`src/hdl/three_channel_compare_timer_top_assert.svh`:
```
// assertion macros for the compare timer
`ifndef THREE_CHANNEL_COMPARE_TIMER_TOP_ASSERT_SVH
`define THREE_CHANNEL_COMPARE_TIMER_TOP_ASSERT_SVH

`ifndef SYNTH
`define TCCT_ASSERT_IMPLY(name, ante, cons) \
	name: assert property (@(posedge clk) disable iff (!arst_n) (ante) |-> (cons)) \
		else $error("timer assertion failed");
`define TCCT_ASSERT_NEXT(name, ante, cons) \
	name: assert property (@(posedge clk) disable iff (!arst_n) (ante) |=> (cons)) \
		else $error("timer assertion failed");
`else
`define TCCT_ASSERT_IMPLY(name, ante, cons)
`define TCCT_ASSERT_NEXT(name, ante, cons)
`endif

`endif

```
`src/hdl/tcct_pkg.sv`:
```
package tcct_pkg;

	typedef logic [1:0] action_t;

	localparam action_t ACT_TICK  = 2'd0;
	localparam action_t ACT_READ  = 2'd1;
	localparam action_t ACT_WRITE = 2'd2;

	// per-channel register offsets
	localparam logic [5:0] OFF_CCR   = 6'h00;
	localparam logic [5:0] OFF_MODE  = 6'h04;
	localparam logic [5:0] OFF_COUNT = 6'h10;
	localparam logic [5:0] OFF_RA    = 6'h14;
	localparam logic [5:0] OFF_RB    = 6'h18;
	localparam logic [5:0] OFF_RC    = 6'h1c;
	localparam logic [5:0] OFF_SR    = 6'h20;
	localparam logic [5:0] OFF_IER   = 6'h24;
	localparam logic [5:0] OFF_IDR   = 6'h28;
	localparam logic [5:0] OFF_IMR   = 6'h2c;

	// block registers, always read as zero
	localparam logic [13:0] ADDR_BLOCK_CTRL = 14'h0c0;
	localparam logic [13:0] ADDR_BLOCK_MODE = 14'h0c4;
	localparam logic [13:0] ADDR_WINDOW_END = 14'h100;

	localparam int MODE_WAVE_BIT = 15;
	localparam int MODE_TRIG_BIT = 14;

	localparam logic [1:0] CCR_START = 2'b01;

	function automatic logic [10:0] clock_divisor(input logic [2:0] sel);
		logic [10:0] d;
		case (sel)
			3'd0: d = 11'd2;
			3'd1: d = 11'd8;
			3'd2: d = 11'd32;
			3'd3: d = 11'd128;
			3'd4: d = 11'd1024;
			default: d = 11'd16;
		endcase
		return d;
	endfunction

endpackage

```
`src/hdl/three_channel_compare_timer_top.sv`:
```
// Three-channel compare-match timer behind a register bus. Each input word is a master
// clock tick, a register read or a register write, and each produces exactly one result
// word carrying the read data (zero for ticks, writes and unknown offsets) and the
// interrupt line of every channel (up to three) after the word took effect. One word is accepted per
// clock as long as results are taken every clock. A result is registered after its word
// is accepted: the word sits in the input register while the update logic works on it,
// and the channel state and result register load together when the result stage frees.
// While a finished result waits to be taken, one more word is accepted into the input
// register, and the input side then stalls until the waiting result is taken.
`include "three_channel_compare_timer_top_assert.svh"

module three_channel_compare_timer_top #(
	parameter int CHANNELS   = 3,
	parameter int COUNT_BITS = 16
) (
	input  logic              clk,
	input  logic              arst_n,
	input  logic              in_valid,
	output logic              in_ready,
	input  tcct_pkg::action_t action,
	input  logic [13:0]       address,
	input  logic [31:0]       write_data,
	output logic              out_valid,
	input  logic              out_ready,
	output logic [31:0]       read_data,
	output logic [2:0]        irq_lines
);
	import tcct_pkg::*;

	localparam int LINES = (CHANNELS < 3) ? CHANNELS : 3;
	localparam logic [COUNT_BITS-1:0] CNT_ONE = {{(COUNT_BITS-1){1'b0}}, 1'b1};

	// input stage
	logic              s1_valid_q;
	action_t           action_s1;
	logic [13:0]       address_s1;
	logic [31:0]       wdata_s1;

	// result stage
	logic              out_valid_q;
	logic [31:0]       rd_q;
	logic [2:0]        irq_q;

	// channel state
	logic [31:0]           mode_q   [CHANNELS];
	logic [COUNT_BITS-1:0] cnt_q    [CHANNELS];
	logic [COUNT_BITS-1:0] ra_q     [CHANNELS];
	logic [COUNT_BITS-1:0] rb_q     [CHANNELS];
	logic [COUNT_BITS-1:0] rc_q     [CHANNELS];
	logic [2:0]            stat_q   [CHANNELS];
	logic [31:0]           mask_q   [CHANNELS];
	logic                  line_q   [CHANNELS];
	logic                  run_q    [CHANNELS];
	logic [9:0]            pre_q    [CHANNELS];
	logic [COUNT_BITS-1:0] limit_q  [CHANNELS];
	logic [COUNT_BITS-1:0] period_q [CHANNELS];

	logic [31:0]           mode_d   [CHANNELS];
	logic [COUNT_BITS-1:0] cnt_d    [CHANNELS];
	logic [COUNT_BITS-1:0] ra_d     [CHANNELS];
	logic [COUNT_BITS-1:0] rb_d     [CHANNELS];
	logic [COUNT_BITS-1:0] rc_d     [CHANNELS];
	logic [2:0]            stat_d   [CHANNELS];
	logic [31:0]           mask_d   [CHANNELS];
	logic                  line_d   [CHANNELS];
	logic                  run_d    [CHANNELS];
	logic [9:0]            pre_d    [CHANNELS];
	logic [COUNT_BITS-1:0] limit_d  [CHANNELS];
	logic [COUNT_BITS-1:0] period_d [CHANNELS];

	logic        advance;
	logic        proc;
	logic        hit;
	logic [5:0]  off;
	logic [31:0] rd_d;
	logic [2:0]  irq_d;

	assign advance  = !out_valid_q || out_ready;
	assign in_ready = !s1_valid_q || advance;
	assign proc     = s1_valid_q && advance;
	assign off      = address_s1[5:0];
	assign hit      = (address_s1 < ADDR_WINDOW_END)
		&& ({24'd0, address_s1[13:6]} < 32'(CHANNELS))
		&& (address_s1 != ADDR_BLOCK_CTRL) && (address_s1 != ADDR_BLOCK_MODE);

	always_comb begin
		logic [9:0]            pre_inc;
		logic [COUNT_BITS-1:0] cnt_inc;
		logic                  sel;
		logic                  do_tick;
		logic [COUNT_BITS-1:0] new_limit;
		rd_d = '0;
		pre_inc = '0;
		cnt_inc = '0;
		sel = 1'b0;
		do_tick = 1'b0;
		new_limit = '0;
		for (int c = 0; c < CHANNELS; c++) begin
			mode_d[c]   = mode_q[c];
			cnt_d[c]    = cnt_q[c];
			ra_d[c]     = ra_q[c];
			rb_d[c]     = rb_q[c];
			rc_d[c]     = rc_q[c];
			stat_d[c]   = stat_q[c];
			mask_d[c]   = mask_q[c];
			line_d[c]   = line_q[c];
			run_d[c]    = run_q[c];
			pre_d[c]    = pre_q[c];
			limit_d[c]  = limit_q[c];
			period_d[c] = period_q[c];
			sel = hit && (address_s1[13:6] == 8'(c));
			do_tick = 1'b0;
			if (proc) begin
				case (action_s1)
					ACT_TICK: begin
						if (run_q[c]) begin
							pre_inc = pre_q[c] + 10'd1;
							if (pre_inc != 10'd0
								&& {1'b0, pre_inc} < clock_divisor(mode_q[c][2:0])) begin
								pre_d[c] = pre_inc;
							end else begin
								pre_d[c] = '0;
								if (period_q[c] <= CNT_ONE) begin
									period_d[c] = (limit_q[c] == '0) ? CNT_ONE : limit_q[c];
									do_tick = 1'b1;
								end else begin
									period_d[c] = period_q[c] - CNT_ONE;
								end
							end
						end
					end
					ACT_READ: begin
						if (sel) begin
							case (off)
								OFF_MODE:  rd_d = mode_q[c];
								OFF_COUNT: rd_d = 32'(cnt_q[c]);
								OFF_RA:    rd_d = 32'(ra_q[c]);
								OFF_RB:    rd_d = 32'(rb_q[c]);
								OFF_RC:    rd_d = 32'(rc_q[c]);
								OFF_SR: begin
									rd_d = {27'd0, stat_q[c], 2'b00};
									stat_d[c] = '0;
									line_d[c] = 1'b0;
								end
								OFF_IMR:   rd_d = mask_q[c];
								default:   rd_d = '0;
							endcase
						end
					end
					ACT_WRITE: begin
						if (sel) begin
							case (off)
								OFF_CCR: begin
									if (wdata_s1[1:0] == CCR_START) begin
										new_limit = limit_q[c];
										if (!mode_q[c][MODE_WAVE_BIT]) begin
											new_limit = (rc_q[c] == '0) ? CNT_ONE : rc_q[c];
										end
										limit_d[c]  = new_limit;
										cnt_d[c]    = '0;
										period_d[c] = new_limit;
										pre_d[c]    = '0;
										run_d[c]    = 1'b1;
									end else if (wdata_s1[1]) begin
										run_d[c]    = 1'b0;
										limit_d[c]  = CNT_ONE;
										period_d[c] = CNT_ONE;
									end
								end
								OFF_MODE: mode_d[c] = wdata_s1;
								OFF_RA:   ra_d[c] = wdata_s1[COUNT_BITS-1:0];
								OFF_RB:   rb_d[c] = wdata_s1[COUNT_BITS-1:0];
								OFF_RC:   rc_d[c] = wdata_s1[COUNT_BITS-1:0];
								OFF_IER:  mask_d[c] = mask_q[c] | wdata_s1;
								OFF_IDR:  mask_d[c] = mask_q[c] & ~wdata_s1;
								default: begin
								end
							endcase
						end
					end
					default: begin
					end
				endcase
			end
			if (do_tick) begin
				if (mode_q[c][MODE_WAVE_BIT]) begin
					cnt_inc = cnt_q[c] + CNT_ONE;
					cnt_d[c] = cnt_inc;
					if (cnt_inc == ra_q[c]) stat_d[c][0] = 1'b1;
					if (cnt_inc == rb_q[c]) stat_d[c][1] = 1'b1;
					if (cnt_inc == rc_q[c]) begin
						stat_d[c][2] = 1'b1;
						if (mode_q[c][MODE_TRIG_BIT]) cnt_d[c] = '0;
					end
				end else begin
					cnt_d[c] = mode_q[c][MODE_TRIG_BIT] ? '0 : rc_q[c];
					stat_d[c][2] = 1'b1;
				end
				if (|(stat_d[c] & mask_q[c][4:2])) line_d[c] = 1'b1;
			end
		end
		irq_d = '0;
		for (int i = 0; i < LINES; i++) begin
			irq_d[i] = line_d[i];
		end
	end

	// control and channel state
	always_ff @(posedge clk or negedge arst_n) begin
		if (!arst_n) begin
			s1_valid_q  <= 1'b0;
			out_valid_q <= 1'b0;
			for (int c = 0; c < CHANNELS; c++) begin
				mode_q[c]   <= '0;
				cnt_q[c]    <= '0;
				ra_q[c]     <= '0;
				rb_q[c]     <= '0;
				rc_q[c]     <= '0;
				stat_q[c]   <= '0;
				mask_q[c]   <= '0;
				line_q[c]   <= 1'b0;
				run_q[c]    <= 1'b0;
				pre_q[c]    <= '0;
				limit_q[c]  <= CNT_ONE;
				period_q[c] <= CNT_ONE;
			end
		end else begin
			if (in_valid && in_ready) begin
				s1_valid_q <= 1'b1;
			end else if (advance) begin
				s1_valid_q <= 1'b0;
			end
			if (advance) begin
				out_valid_q <= s1_valid_q;
			end
			for (int c = 0; c < CHANNELS; c++) begin
				mode_q[c]   <= mode_d[c];
				cnt_q[c]    <= cnt_d[c];
				ra_q[c]     <= ra_d[c];
				rb_q[c]     <= rb_d[c];
				rc_q[c]     <= rc_d[c];
				stat_q[c]   <= stat_d[c];
				mask_q[c]   <= mask_d[c];
				line_q[c]   <= line_d[c];
				run_q[c]    <= run_d[c];
				pre_q[c]    <= pre_d[c];
				limit_q[c]  <= limit_d[c];
				period_q[c] <= period_d[c];
			end
		end
	end

	// payload registers
	always_ff @(posedge clk) begin
		if (in_valid && in_ready) begin
			action_s1  <= action;
			address_s1 <= address;
			wdata_s1   <= write_data;
		end
		if (proc) begin
			rd_q  <= rd_d;
			irq_q <= irq_d;
		end
	end

	assign out_valid = out_valid_q;
	assign read_data = rd_q;
	assign irq_lines = irq_q;

	// a held input word stays until the result stage frees up
	`TCCT_ASSERT_NEXT(a_s1_hold, s1_valid_q && !advance, s1_valid_q && $stable(address_s1))

	// an empty result stage never blocks the input side
	`TCCT_ASSERT_IMPLY(a_ready_when_empty, !out_valid_q, in_ready)

	// a raised line always has pending status behind it
	for (genvar g = 0; g < CHANNELS; g++) begin : g_line_chk
		`TCCT_ASSERT_IMPLY(a_line_has_status, line_q[g], stat_q[g] != 3'd0)
	end

endmodule
```
`config.mk`:
```
export PLATFORM = sky130hd
export DESIGN_NAME = three_channel_compare_timer_top
export DESIGN_NICKNAME = d
export VERILOG_FILES = /design/src/hdl/tcct_pkg.sv /design/src/hdl/three_channel_compare_timer_top.sv
export VERILOG_INCLUDE_DIRS = /design/src /design/src/hdl
export SDC_FILE = /design/constraint.sdc
export NUM_CORES = 1
export LEC_CHECK = 0
export BUFFER_PORTS_ARGS = -buffer_cell sky130_fd_sc_hd__buf_4
export CORE_MARGIN = 2
export CORE_UTILIZATION = 43
export DETAILED_ROUTE_END_ITERATION = 10
export PLACE_DENSITY_LB_ADDON = 0.12
export SYNTH_ARGS = -nofsm -noshare
export SYNTH_HDL_FRONTEND = slang
export SYNTH_SLANG_ARGS = --single-unit
```
`constraint.sdc`:
```
create_clock -name clk -period 3.14 [get_ports clk]
set_clock_uncertainty 0.2 [all_clocks]
set_input_delay 0 -clock clk [delete_from_list [all_inputs] [get_ports clk]]
set_output_delay 0 -clock clk [all_outputs]
set_load 0.05 [all_outputs]
```
==> results of run 1 <==
-- report_power, final --
part	internal [mW]	total, mW	switching (mW)
clock	5.13	8.61	3.48
sequential	8.36	8.77	0.407
combinational	1.20	2.74	1.55
total	14.7	20.1	5.43
-- layer usage --
metal	part of all wire	wire, microns	GRT usage
met4	0.027	3380	0.0876
met2	0.46	56200	0.468
met1	0.45	55200	0.432
met5	0	0	0
met3	0.068	8410	0.0431
-- cells by family (layout without fill, tap and decap cells) --
group | count (synthesis) | count (layout)
xor gates and xnor gates | 229 | 229
and+or+nand+nor | 848 | 848
muxes | 310 | 310
DFF | 610 | 610
other | 0 | 1
adders and majority gates | 27 | 27
AOI/OAI and AO/OA | 942 | 942
buffers and inverters | 344 | 818
-- area by class of cell --
type / instances / area share
inverter: 57 / 0.00502
sequential: 610 / 0.368
clock buffer: 110 / 0.0502
clock inverter: 23 / 0.00622
timing repair buffer: 628 / 0.129
antenna: 1 / 0.0000587
tap: 1040 / 0.0305
multi-input combinational: 2356 / 0.411
-- timing repair --
action / CTS / global route
setup buffers: 3 / 18
endpoints found under the setup margin: 74 / 137
resized for setup: 44 / 123
hold endpoints to repair: 624 / 0
cloned: 1 / 1
pin swaps: 16 / 44
hold buffers: 103 / 0
-- through the flow --
step / TNS [ns] / setup slack, ns / hold WS [ns]
2_1_floorplan: 0 / 0.00446 / -0.496
3_3_place_gp: -3.43 / -0.170 / -0.174
3_5_place_dp: -5.82 / -0.219 / -0.173
4_1_cts: -0.540 / -0.0831 / 0.136
5_1_grt: -2.97 / -0.182 / 0.207
6_report: -0.775 / -0.0932 / 0.163
-- cells in the mapped netlist (all sizes together), types with 73 or more instances --
master    n  area [sq um]
a21oi   205          1030
a22oi   166          1250
a31oi   142           888
clkbuf  227           872
dfrtp   521         13000
edfxtp   83          2490
mux2    258          2910
nand2   205           769
nor2    191           719
nor3    105           531
o21ai   149           746
xnor2   126          1100
xor2     73           639
-- worst max-delay path by stage --
stage,end,slack [ns],depth (start not counted)
finish,irq_lines[0],-0.09,10
global route,irq_lines[0],-0.18,14
CTS,irq_lines[0],-0.08,10
detailed placement,irq_lines[0],-0.22,10
global placement,irq_lines[0],-0.17,11
floorplan,cnt_q[40],0.004,9
-- worst max-delay path, stage by stage (launching register included) --
cell and delay, ns:
dfrtp_1 0.40, ha_2 0.20, buf_6 0.13, xnor2_4 0.14
xor2_1 0.16, o311ai_1 0.11, or4_1 0.53, nand4bb_1 0.19
or4_4 0.57, a211o_1 0.31, o211ai_1 0.11
==> results_dict.tcl, run 1 <==
set metrics [dict create \
    numCtsBuffers 73 \
    io_pins 89 \
    p_leak_nw 18.2 \
    fillers 6951 \
    postLayoutCellArea_sq_um 42700 \
    worstReg2RegEnd "irq_lines[0]" \
    root_buffer "clkbuf_16" \
    grt_first_pass_wirelength_microns 186000 \
    outcome "complete, but fails checks" \
    setup_slack_ns -0.0932 \
    synthArstFlopShare 0.864 \
    synth_compound_area_frac 0.187 \
    ys_seq_area_frac 0.464 \
    core-area_sq_um 77600 \
    grt_max_degree 87 \
    min_period_ns 3.23 \
    synth_fa_ha_area_frac 0.00992 \
    grt.overflow.total 0 \
    cts_tree "built" \
    vias 29500 \
    r2r-start "cnt_q[32]" \
    synth_nets 3388 \
    slew_violations 0 \
    drv_cap 0 \
    synth_area_sq_um 33800 \
    utilization 0.550 \
    path_class "reg -> reg" \
    fp.dieH_microns 284 \
    dp.cells 4566 \
    layout-drive-gt1-share 0.282 \
    min-delay-start "out_ready" \
    max_freq_mhz 309 \
    drc_errors 0 \
    cp-end-kind "flop" \
    startpoint "cnt_q[32]" \
    fin_crit_sh 1.03 \
    die-area_sq_um 80800 \
    final_cell_count_no_fill 4825 \
    grt_pass1_vias 29200 \
    synth_edf_count 83 \
    synthSimpleGateAreaFrac 0.126 \
    layout_common_cells "dfrtp_1 (509), buf_4 (477), mux2_2 (258)" \
    wl_per_cell_microns 25.5 \
    hp-class "in -> reg" \
    start_util 0.436 \
    min_to "out_valid" \
    ys_ff_latch 610 \
    clock_sinks 610 \
    hpwl_microns 86700 \
    grt_use_total 0.300 \
    synth_xor_area_frac 0.0718 \
    muxShareOfSynthArea 0.101 \
    worst_slew_pin_slew_ns 1.28 \
    layout_commonest_cell "dfrtp_1" \
    vdd_drop_max_mv 0.423 \
    multi_input_area_sq_um 17500 \
    h-tree-depth 3 \
    ant_nets 0 \
    grt_setup_unrepaired "true" \
    synth_warnings 0 \
    place_area_sq_um 38300 \
    drt_iter0_markers 3091 \
    syn_inst 3310 \
    synth_area_per_cell_sq_um 10.2 \
    cp_max_fo 3 \
    ff2ff_path_depth 10 \
    firstDrtPassIters 6 \
    io_buffers 88 \
    drt-vias-per-instance 6.12 \
    p_total_mw 20.1 \
    hold_depth 4 \
    synth_flop_cell "dfrtp_1" \
    syn2layout_area_growth_pct 26.2 \
    path_clk_slew_ns 0.06 \
    clk-insertion-delay-late_ns 0.62 \
    power_density_nw_per_um2 472 \
    critPathRequiredTime_ns 3.37 \
    seqCellArea_sq_um 15700 \
    final_net_count 3804 \
    violations "negative setup slack" \
    setup_viol 18 \
    rows 102 \
    critPathLaunchType "flop" \
    synth_top_family_by_area "compound AO/OA/AOI/OAI gates" \
    globalplace.congestion 0.979 \
    synth.distinct_cells 90 \
    r2r_slack_ns -0.09 \
    hold_viol_final 0 \
    die_w_microns 284 \
    clockBufferDepth 3 \
    antenna_found_initial 2 \
    wirelength_microns 123000 \
    relSlewSlack 0.148 \
    cp.arrival_ns 3.46 \
]
(Power assumes the default switching activity.)
==> run 2, diff against run 1 <==
CTS_BUF_LIST = sky130_fd_sc_hd__clkbuf_4 sky130_fd_sc_hd__clkbuf_8   (was default)
==> results_dict.tcl, run 2 (synthesis gave the netlist of run 1 again) <==
set metrics [dict create \
    setup_viol 19 \
    power.share.clock 0.413 \
    die-area_sq_um 80800 \
    startpoint "period_q[44]" \
    drc_errors 0 \
    r2r_slack_ns -0.1 \
    core-area_sq_um 77600 \
    path_class "reg -> reg" \
    whs_ns 0.270 \
    power_frac_seq 0.447 \
    cp_num_buf_inv 2 \
    setup_slack_ns -0.0970 \
    numCtsBuffers 108 \
    h-tree-depth 3 \
    cp.arrival_ns 3.72 \
    grt_max_degree 87 \
    cp-end-kind "flop" \
    min_to "action_s1[0]" \
    min_period_ns 3.24 \
    r2r-start "period_q[44]" \
    dp.cells 4566 \
    grt_pass1_vias 29400 \
    hpwl_microns 86700 \
    cp_max_fo 16 \
    clock_sinks 610 \
    root_buffer "clkbuf_8" \
    power_density_nw_per_um2 461 \
    firstDrtPassIters 6 \
    grt_setup_unrepaired "true" \
    wirelength_microns 124000 \
    hold_depth 4 \
    critPathLaunchType "flop" \
    antenna_found_initial 3 \
    grt_first_pass_wirelength_microns 187000 \
    vias 29800 \
    cp_common_cell "or4_4" \
    combPwrFrac 0.140 \
    drv_cap 0 \
    grt.overflow.total 0 \
    drt-vias-per-instance 6.09 \
    pre_cts_ws_ns -0.219 \
    drt_iter0_markers 3072 \
    cp_top_family "simple AND/OR/NAND/NOR gates" \
    switchingPower_mw 5.53 \
    worstReg2RegEnd "cnt_q[44]" \
    final_cell_count_no_fill 4891 \
    fin_crit_sh 1.03 \
    io_buffers 88 \
    layout-drive-gt1-share 0.296 \
    globalplace.congestion 0.979 \
    utilization 0.549 \
    outcome "complete, but fails checks" \
    fp.dieH_microns 284 \
    violations "negative setup slack" \
    cp.depth 10 \
    clockBufferDepth 3 \
    layout_commonest_cell "dfrtp_1" \
    grt_use_total 0.301 \
    path_clk_slew_ns 0.06 \
    crit_chain "or4_4 -> or3_4 -> or4_4 -> a2111o_1 -> o211ai_4 -> buf_6 -> nor3b_4 -> buf_12 -> a22oi_1 -> nand2_1" \
    clk-insertion-delay-late_ns 0.77 \
    p_sw_frac 0.282 \
    start_util 0.436 \
    ff2ff_path_depth 10 \
    intPower_mw 14.1 \
    max_freq_mhz 309 \
    vdd_drop_max_mv 0.379 \
    max_stage_delay_ns 0.54 \
    relSlewSlack 0.184 \
    syn2layout_area_growth_pct 26.0 \
    die_w_microns 284 \
    place_area_sq_um 38300 \
    cts_tree "built" \
    final_net_count 3836 \
    ant_nets 0 \
    io_pins 89 \
    critPathRequiredTime_ns 3.63 \
    rows 102 \
    hp-class "in -> reg" \
    min-delay-start "in_valid" \
    wl_per_cell_microns 25.3 \
    postLayoutCellArea_sq_um 42600 \
    p_leak_nw 18.3 \
    layout_common_cells "dfrtp_1 (507), buf_4 (471), mux2_2 (258)" \
    worst_slew_pin_slew_ns 1.22 \
    slew_violations 0 \
    hold_viol_final 0 \
    crit_path_top_delay_cell "or4_4" \
]
## run 2: changes by cell type in the layout (fill, tap and decap cells not counted), moves of 3 or more
cell and change:
buf_4 -6, clkbuf_16 -76, and3_1 +3, inv_12 +4
clkbuf_1 -23, clkbuf_4 +51, clkbuf_8 +120, inv_6 -4
bufinv_16 -4
## run 2: per-layer routing
metal  global-route usage  vias up  routed length [microns]
met3               0.0465      201                     7920
met4               0.0901        0                     3650
li1                     -    13300                        -
met5                    0        -                        0
met1                0.432    15100                    55600
met2                0.469     1214                    56400
## run 2: tightest hold or removal path, stage by stage
cell and delay (ns):
dlygate4sd3_1 0.54, buf_4 0.14, and2_2 0.18, buf_12 0.17
## run 2: per-stage QoR
| stage | TNS (ns) | total power, mW |
|---|---|---|
| 5_1_grt | -3.51 | 20.5 |
| 3_3_place_gp | -3.43 | 11.4 |
| 2_1_floorplan | 0 | 10.4 |
| 3_5_place_dp | -5.82 | 11.5 |
| 6_report | -1.26 | 19.6 |
| 4_1_cts | -0.997 | 19.7 |
## run 2: what timing repair did
item,CTS,global route
hold buffers,104,0
gates cloned,1,1
setup buffers,3,13
hold endpoints to repair,631,0
setup endpoints to repair,75,163
resized for setup,38,116
pin swaps,16,32
## run 2: worst max-delay path by stage
stage                              end  slack, ns
final                        cnt_q[44]       -0.1
after global routing         cnt_q[42]      -0.20
after CTS                    cnt_q[32]      -0.07
after detailed placement  irq_lines[0]      -0.22
after global placement    irq_lines[0]      -0.17
after floorplan              cnt_q[40]      0.004
## run 2: power groups by stage
stage	sequential [mW]	combinational (mW)	clock, mW
final	8.77	2.75	8.09
after global routing	8.81	3.03	8.61
after CTS	8.76	2.71	8.25
after detailed placement	8.90	2.57	0
after global placement	8.88	2.55	0
after floorplan	8.86	1.52	0
## run 2: cell type report
type | count | area [sq um]
clock inverters | 19 | 200
flip-flops and latches | 610 | 15700
well taps | 1040 | 1300
inverters | 57 | 214
fillers | 7026 | 35000
diodes | 2 | 5.00
repair buffers | 625 | 5490
clock buffers | 182 | 2190
multi-input cells | 2356 | 17500
